==> config.mk <==
export PLATFORM = sky130hd
export DESIGN_NAME = wbs_mul
export DESIGN_NICKNAME = d
export VERILOG_FILES = /design/src/hdl/wbs_pkg.sv /design/src/hdl/wbs_mul.sv
export SDC_FILE = /design/constraint.sdc
export NUM_CORES = 1
export LEC_CHECK = 0
export BUFFER_PORTS_ARGS = -buffer_cell sky130_fd_sc_hd__buf_2
export CAP_MARGIN = 20
export CORE_MARGIN = 3
export CORE_UTILIZATION = 40
export CTS_CLUSTER_SIZE = 12
export DETAILED_ROUTE_END_ITERATION = 10
export PLACE_DENSITY = 0.63
export SLEW_MARGIN = 5
export SYNTH_ARGS = -nofsm -noshare
export SYNTH_HDL_FRONTEND = slang
export SYNTH_SLANG_ARGS = --single-unit
==> constraint.sdc <==
create_clock -name clk -period 10.45 [get_ports clk]
set_input_delay 0.5225 -clock clk [delete_from_list [all_inputs] [get_ports clk]]
set_output_delay 0.5225 -clock clk [all_outputs]
set_load 0.005 [all_outputs]
==> src/hdl/wbs_pkg.sv <==
package wbs_pkg;

	localparam logic [15:0] THR_RESET = 16'd19661;
	localparam int MUL_W = 20;
	localparam int COORD_CNT = 8;
	localparam int QUOT_W = 16;

	typedef struct packed {
		logic signed [15:0] left;
		logic signed [15:0] top;
		logic signed [15:0] right;
		logic signed [15:0] bottom;
		logic        [15:0] score;
		logic signed [15:0] ax;
		logic signed [15:0] ay;
		logic signed [15:0] bx;
		logic signed [15:0] by;
	} det_t;

	// edges first, then keypoints
	function automatic logic signed [15:0] det_coord(det_t d, logic [2:0] k);
		logic signed [15:0] v;
		case (k)
			3'd0: v = d.left;
			3'd1: v = d.top;
			3'd2: v = d.right;
			3'd3: v = d.bottom;
			3'd4: v = d.ax;
			3'd5: v = d.ay;
			3'd6: v = d.bx;
			default: v = d.by;
		endcase
		return v;
	endfunction

endpackage

==> src/hdl/wbs_mul.sv <==
module wbs_mul import wbs_pkg::*; (
	input  logic                     clk,
	input  logic signed [MUL_W-1:0]  a,
	input  logic signed [MUL_W-1:0]  b,
	output logic signed [2*MUL_W-1:0] p_q
);

	always_ff @(posedge clk) begin
		p_q <= a * b;
	end

endmodule

# Word level (Yosys, flattened, before mapping)

Index checks and enable logic that the tools add are counted.

Word-level logic and storage cells: 2
Bits of input ports: 41
Flip-flop bits (word level): 40

$mul: 1

Operators by type and width:

| operator         | count |
|---|---|
| $mul A20 B20 Y40 | 1 |

# Depth between registers and ports, before layout

Depth in word-level cells: 1
Gate-level depth with buffers: 25
Mapped depth without buffers: 23

# Least setup slack after synthesis

No wires, ideal clock.

Path type: in2reg
Start: in a[19]
End: reg p_q[38]
Library setup time: 0.074 ns
Path buffers: 1
Slack: 3.743 ns
Data arrival time: 6.633 ns
Cell stages on the path: 22
Path through: clkbuf_1 -> nand2_1 -> fa_1 -> inv_1 -> fa_1 -> inv_1 -> fa_1 -> fa_1 -> inv_1 -> fa_1 -> inv_1 -> fa_1 -> fa_1 -> inv_1 -> ha_1 -> a21o_1 -> a21o_1 -> a2111oi_0 -> o41ai_1 -> mux2i_1 -> o41ai_1 -> a31oi_1

Cells in the longest elaborated chain, start to end: 1

Ends and longest elaborated chain:

| item                 | line         | source |
|---|---|---|
| start, declared      | wbs_mul.sv:3 | `input logic signed [MUL_W-1:0] a,` |
| $mul A20 B20 Y40     | wbs_mul.sv:9 | `p_q <= a * b;` |
| end signal, assigned | wbs_mul.sv:9 |  |
| end, declared        | wbs_mul.sv:5 | `output logic signed [2*MUL_W-1:0] p_q` |

No other way between the ends.

# Final worst setup path

Start: in a[9]
End: reg p_q[39]

Same word-level chain as after synthesis.

==> reports/qor.yml <==
hold_path:
  hold_class: "in2reg"
logic_synthesis:
  synthAdderAreaFrac: 0.602
  synth_flop_cell: "dfxtp_1"
  synth_cell_types: 56
  synth_compound_area_frac: 0.0484
  synthSimpleGateAreaFrac: 0.156
  synth.area.mux_share: 0.00255
  ys_seq_area_frac: 0.0495
  synth_top_family_by_area: "adder cells"
  synth_xor_area_frac: 0.0189
  synth_nets: 2314
  synth_cells: 1746
  synth_warnings: 0
  async_flop_share: 0
  synth_area_mm2: 0.0162
  ys_seq_elements: 40
  syn_avg_cell_area_um2: 9.27
  synth_edf_count: 0
clock_tree:
  cts_hold_buf: 0
  cts-htree-levels: 2
  cts_resized: 0
  clock_sinks: 40
  cts.path.max_buffers: 2
  cts_tree: "done"
  root_buffer: "clkbuf_16"
  clkTransAtPathRegs_ns: 0.06
  post-cts-setup-buffers: 0
  cts_made_buffers: 5
floorplan:
  ios: 81
  die_x_um: 207
  initial_core_util: 0.406
  fp-row-count: 73
  coreArea_mm2: 0.0398
  dieHeight_um: 207
  dieArea_mm2: 0.0429
critical_path:
  cp.required_ns: 10.66
  crit_top_cell: "fa_1"
  startpoint_type: "primary input"
  worstSetupPathType: "in2reg"
  arrival_ns: 7.22
  cp_top_family: "adder cells"
  cp_max_fo: 20
  worstSetupEndpointType: "register"
  crit_buf_inv: 7
  path_cells: "buf_2 -> and2_1 -> fa_1 -> fa_1 -> inv_1 -> fa_1 -> inv_1 -> fa_1 -> inv_1 -> fa_1 -> inv_1 -> fa_1 -> inv_1 -> fa_1 -> inv_1 -> ha_1 -> a21oi_1 -> o21ai_0 -> a211o_1 -> o31ai_1 -> a311o_1 -> nor2_1 -> a211oi_1"
  cp_slowest_cell: "o31ai_1"
  slowest_delay_ns: 0.56
routing:
  viasPerCell: 5.04
  wl_per_cell_um: 16.9
  drc: 0
  routed_wirelength_um: 38400
  ant_nets: 0
  firstDrtPassIters: 5
  drtIter0Drc: 475
  via_count: 11500
global_route:
  grt_max_degree: 21
  met2_usage: 0.365
  grt_pass1_vias: 13100
  use_met3: 0.0251
  grt_util_met1: 0.223
  globalRoute.busiestLayer: "met2"
  track_usage: 0.193
  antenna_found_initial: 4
  grt_overflow_total: 0
  grt_pass1_wl_um: 66400
timing:
  finalHoldViolCount: 0
  relSlewSlack: 0.464
  period_needed_ns: 7.01
  tightest_slew_ns: 0.796
  clock.fmax_ghz: 0.143
  drv_slew: 0
  tns_ns: 0
  fin_crit_sh: 0.671
  setup_viol: 0
  rsz0062_at_grt: "false"
layout:
  regMostFlops: "p_q"
  top_regs: "p_q: 40 flops"
  area_growth_syn_to_layout_pct: 5.55
  final_core_util: 0.429
  largest_register_ff_count: 40
  drive_above_1_share: 0.0554
  num-nets-final: 2318
placement:
  gp_congestion: 0.872
  port_buffers: 80
  place_hpwl_um: 32700
run:
  maxCapViolations: 0
outcome:
  status: "complete, no violations"
## cell families (layout without fill, tap and decap cells)
group	count (synthesis)	after routing
other	0	1
multiplexers	4	4
XOR/XNOR	35	35
buffers and inverters	527	532
AO/OA/AOI/OAI	115	115
flip-flops	40	40
AND/OR/NAND/NOR	498	498
adder cells (fa/ha/maj)	527	527
## layout make-up
cell class                      instances  area, um^2
Timing Repair Buffer                   80         400
Inverter                              444        1670
Clock buffer                            7         143
Sequential cell                        40         801
Multi-Input combinational cell       1179       13400
Tap cell                              525         657
Antenna cell                            1        2.50
Clock inverter                          1        7.51
Fill cell                            3970       22700
## stage by stage
stage | hold slack [ns] | std cells | cell area [um^2] | setup WS (ns)
2_1_floorplan | 0.807 | 1746 | 16200 | 3.74
3_3_place_gp | 0.899 | 2268 | 16900 | 3.30
3_5_place_dp | 0.901 | 2268 | 16900 | 3.15
4_1_cts | 0.682 | 2276 | 17100 | 3.47
5_1_grt | 0.709 | 2277 | 17100 | 3.08
6_report | 0.716 | 2277 | 17100 | 3.44
## cell usage in the layout (no fill, tap or decap), types with 13 or more instances in the layout
master	n
a21o_1	13
a21oi_1	30
and2_1	218
buf_2	80
dfxtp_1	40
fa_1	420
ha_1	107
inv_1	444
nand2_1	189
nor2_1	38
nor3_1	20
o21ai_0	18
xnor2_1	25
## routing by layer
layer / wire length, um / vias up
met5: 40 / -
met4: 1350 / 6
li1: - / 5070
met2: 21100 / 245
met3: 1420 / 70
met1: 14500 / 6087
## Yosys cell counts, types with 3 or more instances
master	number	area, um^2
a211oi_1	10	75.1
a21o_1	13	97.6
a21oi_1	30	150
a221oi_1	3	26.3
a31oi_1	4	25.0
and2_1	218	1360
and4_1	3	26.3
clkbuf_1	82	308
dfxtp_1	40	801
fa_1	420	8410
ha_1	107	1340
inv_1	444	1670
mux2i_1	3	30.0
nand2_1	189	709
nand2b_1	7	43.8
nand3_1	6	30.0
nor2_1	38	143
nor2b_1	5	31.3
nor3_1	20	100
o21a_1	4	30.0
o21ai_0	18	90.1
o31a_1	3	26.3
xnor2_1	25	219
xor2_1	10	87.6
## path summary, 6_finish.rpt
path	slack, ns	start	to	cells after the start
worst max-delay path	3.44	a[9]	p_q[39]$_DFF_P_	23
worst min-delay path	0.72	a[0]	p_q[0]$_DFF_P_	2
Power is not shown: default switching activity piles up to over one toggle a cycle in this logic, so the estimate is an artifact.
