--- src/hdl/wbs_pkg.sv ---
package wbs_pkg;

	localparam logic [15:0] THR_RESET = 16'd19661;
	localparam int MUL_W = 20;
	localparam int COORD_CNT = 8;
	localparam int QUOT_W = 16;

	typedef struct packed {
		logic signed [15:0] left;
		logic signed [15:0] top;
		logic signed [15:0] right;
		logic signed [15:0] bottom;
		logic        [15:0] score;
		logic signed [15:0] ax;
		logic signed [15:0] ay;
		logic signed [15:0] bx;
		logic signed [15:0] by;
	} det_t;

	// edges first, then keypoints
	function automatic logic signed [15:0] det_coord(det_t d, logic [2:0] k);
		logic signed [15:0] v;
		case (k)
			3'd0: v = d.left;
			3'd1: v = d.top;
			3'd2: v = d.right;
			3'd3: v = d.bottom;
			3'd4: v = d.ax;
			3'd5: v = d.ay;
			3'd6: v = d.bx;
			default: v = d.by;
		endcase
		return v;
	endfunction

endpackage

--- src/hdl/wbs_div.sv ---
module wbs_div import wbs_pkg::*; #(
	parameter int SW = 39,
	parameter int TW = 23
) (
	input  logic                     clk,
	input  logic                     arst_n,
	input  logic                     start,
	input  logic signed [SW-1:0]     num,
	input  logic        [TW-1:0]     den,
	output logic                     done_q,
	output logic signed [QUOT_W-1:0] quot
);

	logic              running_q;
	logic [3:0]        step_q;
	logic              neg_q;
	logic [SW:0]       rem_q;
	logic [SW:0]       dsh_q;
	logic [QUOT_W-1:0] q_q;
	logic signed [SW:0] numx;
	logic signed [SW:0] absv;
	logic [SW:0]       mag;
	logic              fits;

	// round half away from zero: add half the divisor to the magnitude
	assign numx = (SW+1)'(num);
	assign absv = (numx < 0) ? -numx : numx;
	assign mag = $unsigned(absv) + (SW+1)'(den >> 1);
	assign fits = (rem_q >= dsh_q);
	assign quot = neg_q ? -$signed(q_q) : $signed(q_q);

	always_ff @(posedge clk or negedge arst_n) begin
		if (!arst_n) begin
			running_q <= 1'b0;
			done_q <= 1'b0;
			step_q <= '0;
		end else begin
			done_q <= 1'b0;
			if (start) begin
				running_q <= 1'b1;
				step_q <= 4'd15;
			end else if (running_q) begin
				step_q <= step_q - 4'd1;
				if (step_q == 4'd0) begin
					running_q <= 1'b0;
					done_q <= 1'b1;
				end
			end
		end
	end

	always_ff @(posedge clk) begin
		if (start) begin
			rem_q <= mag;
			dsh_q <= (SW+1)'(den) << (QUOT_W - 1);
			neg_q <= num[SW-1];
			q_q <= '0;
		end else if (running_q) begin
			if (fits) begin
				rem_q <= rem_q - dsh_q;
			end
			dsh_q <= dsh_q >> 1;
			q_q <= {q_q[QUOT_W-2:0], fits};
		end
	end

endmodule

--- config.mk ---
export PLATFORM = sky130hd
export DESIGN_NAME = wbs_div
export DESIGN_NICKNAME = d
export VERILOG_FILES = /design/src/hdl/wbs_pkg.sv /design/src/hdl/wbs_div.sv
export SDC_FILE = /design/constraint.sdc
export NUM_CORES = 1
export LEC_CHECK = 0
export ABC_CLOCK_PERIOD_IN_PS = 4400
export BUFFER_PORTS_ARGS = -buffer_cell sky130_fd_sc_hd__buf_2
export CAP_MARGIN = 20
export CORE_MARGIN = 2
export CORE_UTILIZATION = 35
export DETAILED_ROUTE_END_ITERATION = 16
export PLACE_DENSITY = 0.58
export SYNTH_ARGS = -nofsm -noshare
export SYNTH_HDL_FRONTEND = slang
export SYNTH_SLANG_ARGS = --single-unit
--- constraint.sdc ---
create_clock -name clk -period 4.4 [get_ports clk]
set_input_delay 0.66 -clock clk [delete_from_list [all_inputs] [get_ports clk]]
set_output_delay 0.66 -clock clk [all_outputs]
set_load 0.05 [all_outputs]
* Word level (Yosys, flattened, before mapping) *
Cells that the tools add are included.

word-level totals
  flip-flop bits (word level) = 101
  bits of input ports = 65
  output and inout port bits = 17
  logic and storage cells = 34

cells by class
  add/subtract/negate cells = 5
  order comparisons = 2
  mux-type cells = 15
  reduce and logical (&&, ||, !) cells = 4

operators with widths
  operator                                             count
  two-way mux 40 bit                                   4
  two-way mux 38 bit                                   2
  adder 40 x 22 -> 40 bit                              1
  greater-or-equal comparator 40 x 38 -> 1 bit         1
  negator 39 -> 40 bit                                 1
  subtractor 40 x 38 -> 40 bit                         1
  < comparator 39 x 1 -> 1 bit, second input constant  1
  two-way mux 16 bit                                   1
  negator 16 bit                                       1
  two-way mux 4 bit                                    2
  two-way mux 1 bit                                    6
  logical NOT 4 bit                                    1
  nonzero test 2 bit                                   2
  subtractor 4 x 1 -> 4 bit, second input constant     1
  AND reduction 2 bit                                  1

* Logic depth before layout (Yosys ltp) *
  depth after elaboration = 4
  depth in mapped cells = 18
  mapped depth without buffers = 16

* Least setup slack after synthesis *
Ideal clock, no wire load.

  path kind = input to register
  start point = input num[8]
  end point = register rem_q[35] (data pin)
  arrival time = 4.302 ns
  required time = 4.131 ns
  path slack = -0.172 ns
  stages on the path = 15
  path buffers = 2
  cell sequence = or4_4 or4_1 buf_2 clkbuf_1 or2_1 o31ai_1 xnor2_1 ha_1 or3_1 or3_1 nor3_1 nor3_1 nand4b_1 xnor2_1 mux2i_1

between the ends
  cells in the longest elaborated chain, start to end = 4
  elaborated cells between the ends (all ways) = 5
  those cells by class = add/sub: 2; order compare: 1; mux: 2

ends and longest elaborated chain
  element                                                                      line           text
  from (decl)                                                                  wbs_div.sv:8   input logic signed [SW-1:0] num,
  negator 39 -> 40 bit / < comparator 39 x 1 -> 1 bit (equally long branches)  wbs_div.sv:27  assign absv = (numx < 0) ? -numx : numx;
  two-way mux 40 bit *                                                         wbs_div.sv:27
  adder 40 x 22 -> 40 bit *                                                    wbs_div.sv:28  assign mag = $unsigned(absv) + (SW+1)'(den >> 1);
  two-way mux 40 bit *                                                         wbs_div.sv:53  if (start) begin
  to (signal assigned)                                                         wbs_div.sv:54  rem_q <= mag;
  to (signal assigned)                                                         wbs_div.sv:60  rem_q <= rem_q - dsh_q;
  to (decl)                                                                    wbs_div.sv:17  logic [SW:0] rem_q;

Every way passes the cells marked *; elsewhere a longest branch is shown, timed or not.
A chain may end at the register's enable or synchronous reset.

* Worst setup path in the final report *
  start point = input num[8]
  end point = register rem_q[37] (data pin)

The elaborated chain is that of the path after synthesis.

==> out/metrics.csv <==
stage,metric,value,unit
routing,final wirelength,24.2,mm
floorplan,Die Y,165,um
clocking,hold_buf cts,0,
layout,layout net count,1341,
setup_path,worst path required time,4500,ps
timing,Final setup viols,0,
layout,layout cell share with drive strength beyond 1,14.9,%
place,IO buf count,81,
clocking,Num CTS Buffers,9,
setup_path,r2r setup slk,610,ps
setup_path,Worst setup SP type,primary input,
timing,Slew headroom,40.5,%
global_routing,first-pass GRT wire length,39.2,mm
setup_path,CP top delay family,simple AND/OR/NAND/NOR gates,
power_and_ir_drop,pwr dens,507,nW/um^2
timing,fmax,239,MHz
logic_synthesis,post-synth top area cell,edfxtp_1,
logic_synthesis,Mapped Cells,1098,
clocking,clock transition at the registers of the reported paths,80,ps
floorplan,core area,25300,sq um
setup_path,worst r2r path cells,13,
timing,Worst Tran Pin Value,870,ps
layout,diodes inserted,0,
setup_path,FF-to-FF End,rem_q[32],
routing,DRT Pass-1 Iters,5,
logic_synthesis,top-area cell type share of the netlist area,21.1,%
setup_path,"Slowest-stage cell, CP",or4_1,
power_and_ir_drop,VDD IR max,0.000263,V
floorplan,die width,165,um
setup_path,CP endpoint kind,register,
place,RePlAce Congestion,0.889,
logic_synthesis,Yosys warnings,0,
floorplan,Die Area,27300,sq um
place,DP Area,10200,sq um
setup_path,Worst Path Buf+Inv,2,
logic_synthesis,async set-reset flop share out of synthesis,5.94,%
logic_synthesis,syn_nets,1233,
layout,synthesis-to-layout area growth,15.8,%
routing,DRC viols,0,
timing,final hold vios,0,
floorplan,initial core utilization,35.9,%
setup_path,"Critical Path, Cell by Cell",buf_2 > or4_4 > or4_1 > o21ai_1 > xnor2_1 > ha_1 > and3_1 > and3_1 > o21ai_0 > a21oi_1 > nor3_4 > buf_4 > nor4_2 > mux2i_1 > o21ai_1,
timing,final worst-path cycle share,95.1,%
timing,fin. max-slew vios,0,
clocking,clk buf depth,2,
run_status,outcome,"finished, final reports clean",
clocking,clock sink count,101,
global_routing,initial antenna violation count,0,
clocking,clock insertion delay at the later pin of the skew report,360,ps
timing,clk_skew,14.4,ps
timing,worst hold slack,139,ps
clocking,Setup Buffers After CTS,0,
routing,initial DRC count,523,
global_routing,pin count of the biggest net entering global routing,96,
floorplan,row count,58,
job,Max-cap violations,0,
global_routing,GRT overflow,0,
routing,Detail Route Antenna Nets,0,
logic_synthesis,Main synth FF type,edfxtp_1,
setup_path,Reg-to-Reg Start,rem_q[0],
setup_path,CP Max Fanout,5,
logic_synthesis,Post-synth EDFFs,64,
logic_synthesis,"Avg Cell Area, Syn",8.28,sq um
routing,via count,8151,
routing,routed len/inst,15.7,um
layout,fin util,41.6,%
logic_synthesis,dominant cells by area after synthesis,"edfxtp_1 (21%), ha_1 (9.4%), xnor2_1 (6.8%)",
clocking,TritonCTS clock tree,built,
timing,fin crit period,4180,ps
clocking,CTS H-tree lvls,3,
floorplan,number of I/O pins,82,
global_routing,vias in the first global route,7721,
setup_path,CP max stage delay,570,ps
routing,Vias per Instance,5.29,
timing,RSZ-0062 raised after global routing,no,
logic_synthesis,part of the Yosys area used for sequential elements,29.6,%
layout,post-route cell area,10500,sq um
clocking,Root Driver,clkbuf_16,
logic_synthesis,post-synthesis instance area,9090,sq um
setup_path,WP data arrival,4290,ps
logic_synthesis,post-synth cell types,70,
min_path,Hold Path Class,primary input to asynchronous set/reset pin,
global_routing,Tot GR Track Use,18.1,%
clocking,post-cts gate resize count,0,
place,post-DP HPWL,19.3,mm
setup_path,WS Path Type,primary input to register,
power_and_ir_drop,Leakage,4.59,nW
logic_synthesis,synthesized flop and latch total,101,
-- power by group --
group | switching [mW] | internal (mW) | leakage (nW)
Clock | 0.405 | 0.405 | 0.147
Sequential | 0.104 | 1.35 | 0.990
Combinational | 1.86 | 1.21 | 3.45
-- state kept, by name (all words and copies together) (netlist names) --
register and cells:
done_q 1, dsh_q 38, neg_q 1, q_q 16
rem_q 40, running_q 1, step_q 4
-- worst register-to-register path: stages, from the launching register on --
cell      delay [ps]
edfxtp_1         330
inv_1             40
ha_1             210
fa_1             410
nor2b_1          140
o21a_1           140
o21ai_0          150
a211o_1          330
a2111o_1         450
a21bo_2          260
a21o_1           190
nand4_1           90
a31o_2           440
buf_12           270
-- layout by cell type, fill, tap and decap left out, types with 8 or more instances in the layout --
cell	count
nand2_1	130
o21ai_0	87
buf_2	80
nor2_1	77
a21oi_1	73
inv_1	71
xnor2_1	71
ha_1	68
edfxtp_1	64
buf_4	61
mux2i_1	39
xor2_1	35
dfxtp_1	31
a21o_1	25
o31ai_1	24
nand3_1	19
nor3_1	18
a211oi_1	17
nand2b_1	15
or3_1	14
nand4_1	14
nor4_1	13
o21a_1	11
and2_1	9
clkbuf_16	9
o21bai_1	8
a21boi_0	8
-- stage by stage --
step / power (mW) / instances / TNS [ps] / setup WS (ps)
final: 5.34 / 1541 / 0 / 217
after global routing: 5.77 / 1541 / 0 / 37.5
after CTS: 5.34 / 1541 / 0 / 138
after detailed placement: 4.51 / 1525 / -1370 / -265
after global placement: 4.49 / 1525 / -714 / -136
after floorplan: 3.74 / 1098 / -123 / -30.9
-- synth_stat cells, types with 3 or more instances --
master	instances
a2111o_1	5
a2111oi_0	3
a211oi_1	17
a21boi_0	8
a21o_1	25
a21oi_1	73
a31oi_1	3
and2_1	9
and3_1	5
buf_1	8
clkbuf_1	34
dfrtp_1	6
dfxtp_1	31
edfxtp_1	64
ha_1	68
inv_1	71
mux2i_1	39
nand2_1	130
nand2b_1	15
nand3_1	19
nand3b_1	4
nand4_1	14
nand4b_1	4
nor2_1	77
nor2b_1	4
nor3_1	20
nor3b_1	5
nor4_1	13
nor4b_1	4
o211ai_1	4
o21a_1	11
o21ai_0	89
o21ai_1	3
o21bai_1	8
o31a_1	5
o31ai_1	24
o41ai_1	7
or2_2	7
or3_1	14
or4_1	6
xnor2_1	71
xor2_1	35
-- layout make-up --
cell class                      instances  area [sq um]
Clock buffer                            9           225
Clock inverter                          7          68.8
Fill cell                            2559         14800
Inverter                               71           267
Multi-Input combinational cell        881          5980
Sequential cell                       101          2690
Tap cell                              330           413
Timing Repair Buffer                  142           878
-- worst max path at each step --
stage / cells after the start / slack [ps] / startpoint / endpoint
detailed placement: 15 / -260 / num[8] / rem_q[35]
global route: 15 / 40 / num[8] / rem_q[34]
floorplan: 16 / -30 / num[8] / rem_q[21]
global placement: 15 / -140 / num[8] / rem_q[35]
finish: 15 / 220 / num[8] / rem_q[37]
CTS: 15 / 140 / num[8] / rem_q[35]
-- layer usage --
layer / vias to the layer above / part of all wire (%) / GRT usage [%] / wire [um]
li1: 4197 / - / - / -
met1: 3728 / 49 / 25.3 / 11900
met2: 205 / 44 / 29.3 / 10800
met3: 21 / 4.6 / 2.40 / 1120
met4: 0 / 1.7 / 5.18 / 424
met5: - / 0 / 0 / 0
-- cell families (layout without fill, tap and decap cells) --
kind of cell / Yosys count / count (layout) / share of synthesized area, %
DFF: 101 / 101 / 29.6
muxes: 39 / 39 / 4.30
and+or+nand+nor: 360 / 360 / 19.5
AOI/OAI and AO/OA: 306 / 306 / 21.7
buffers and inverters: 116 / 229 / 4.86
xor gates and xnor gates: 106 / 106 / 10.2
adders and majority gates: 70 / 70 / 9.80
Power figures use the tool's default switching activity.
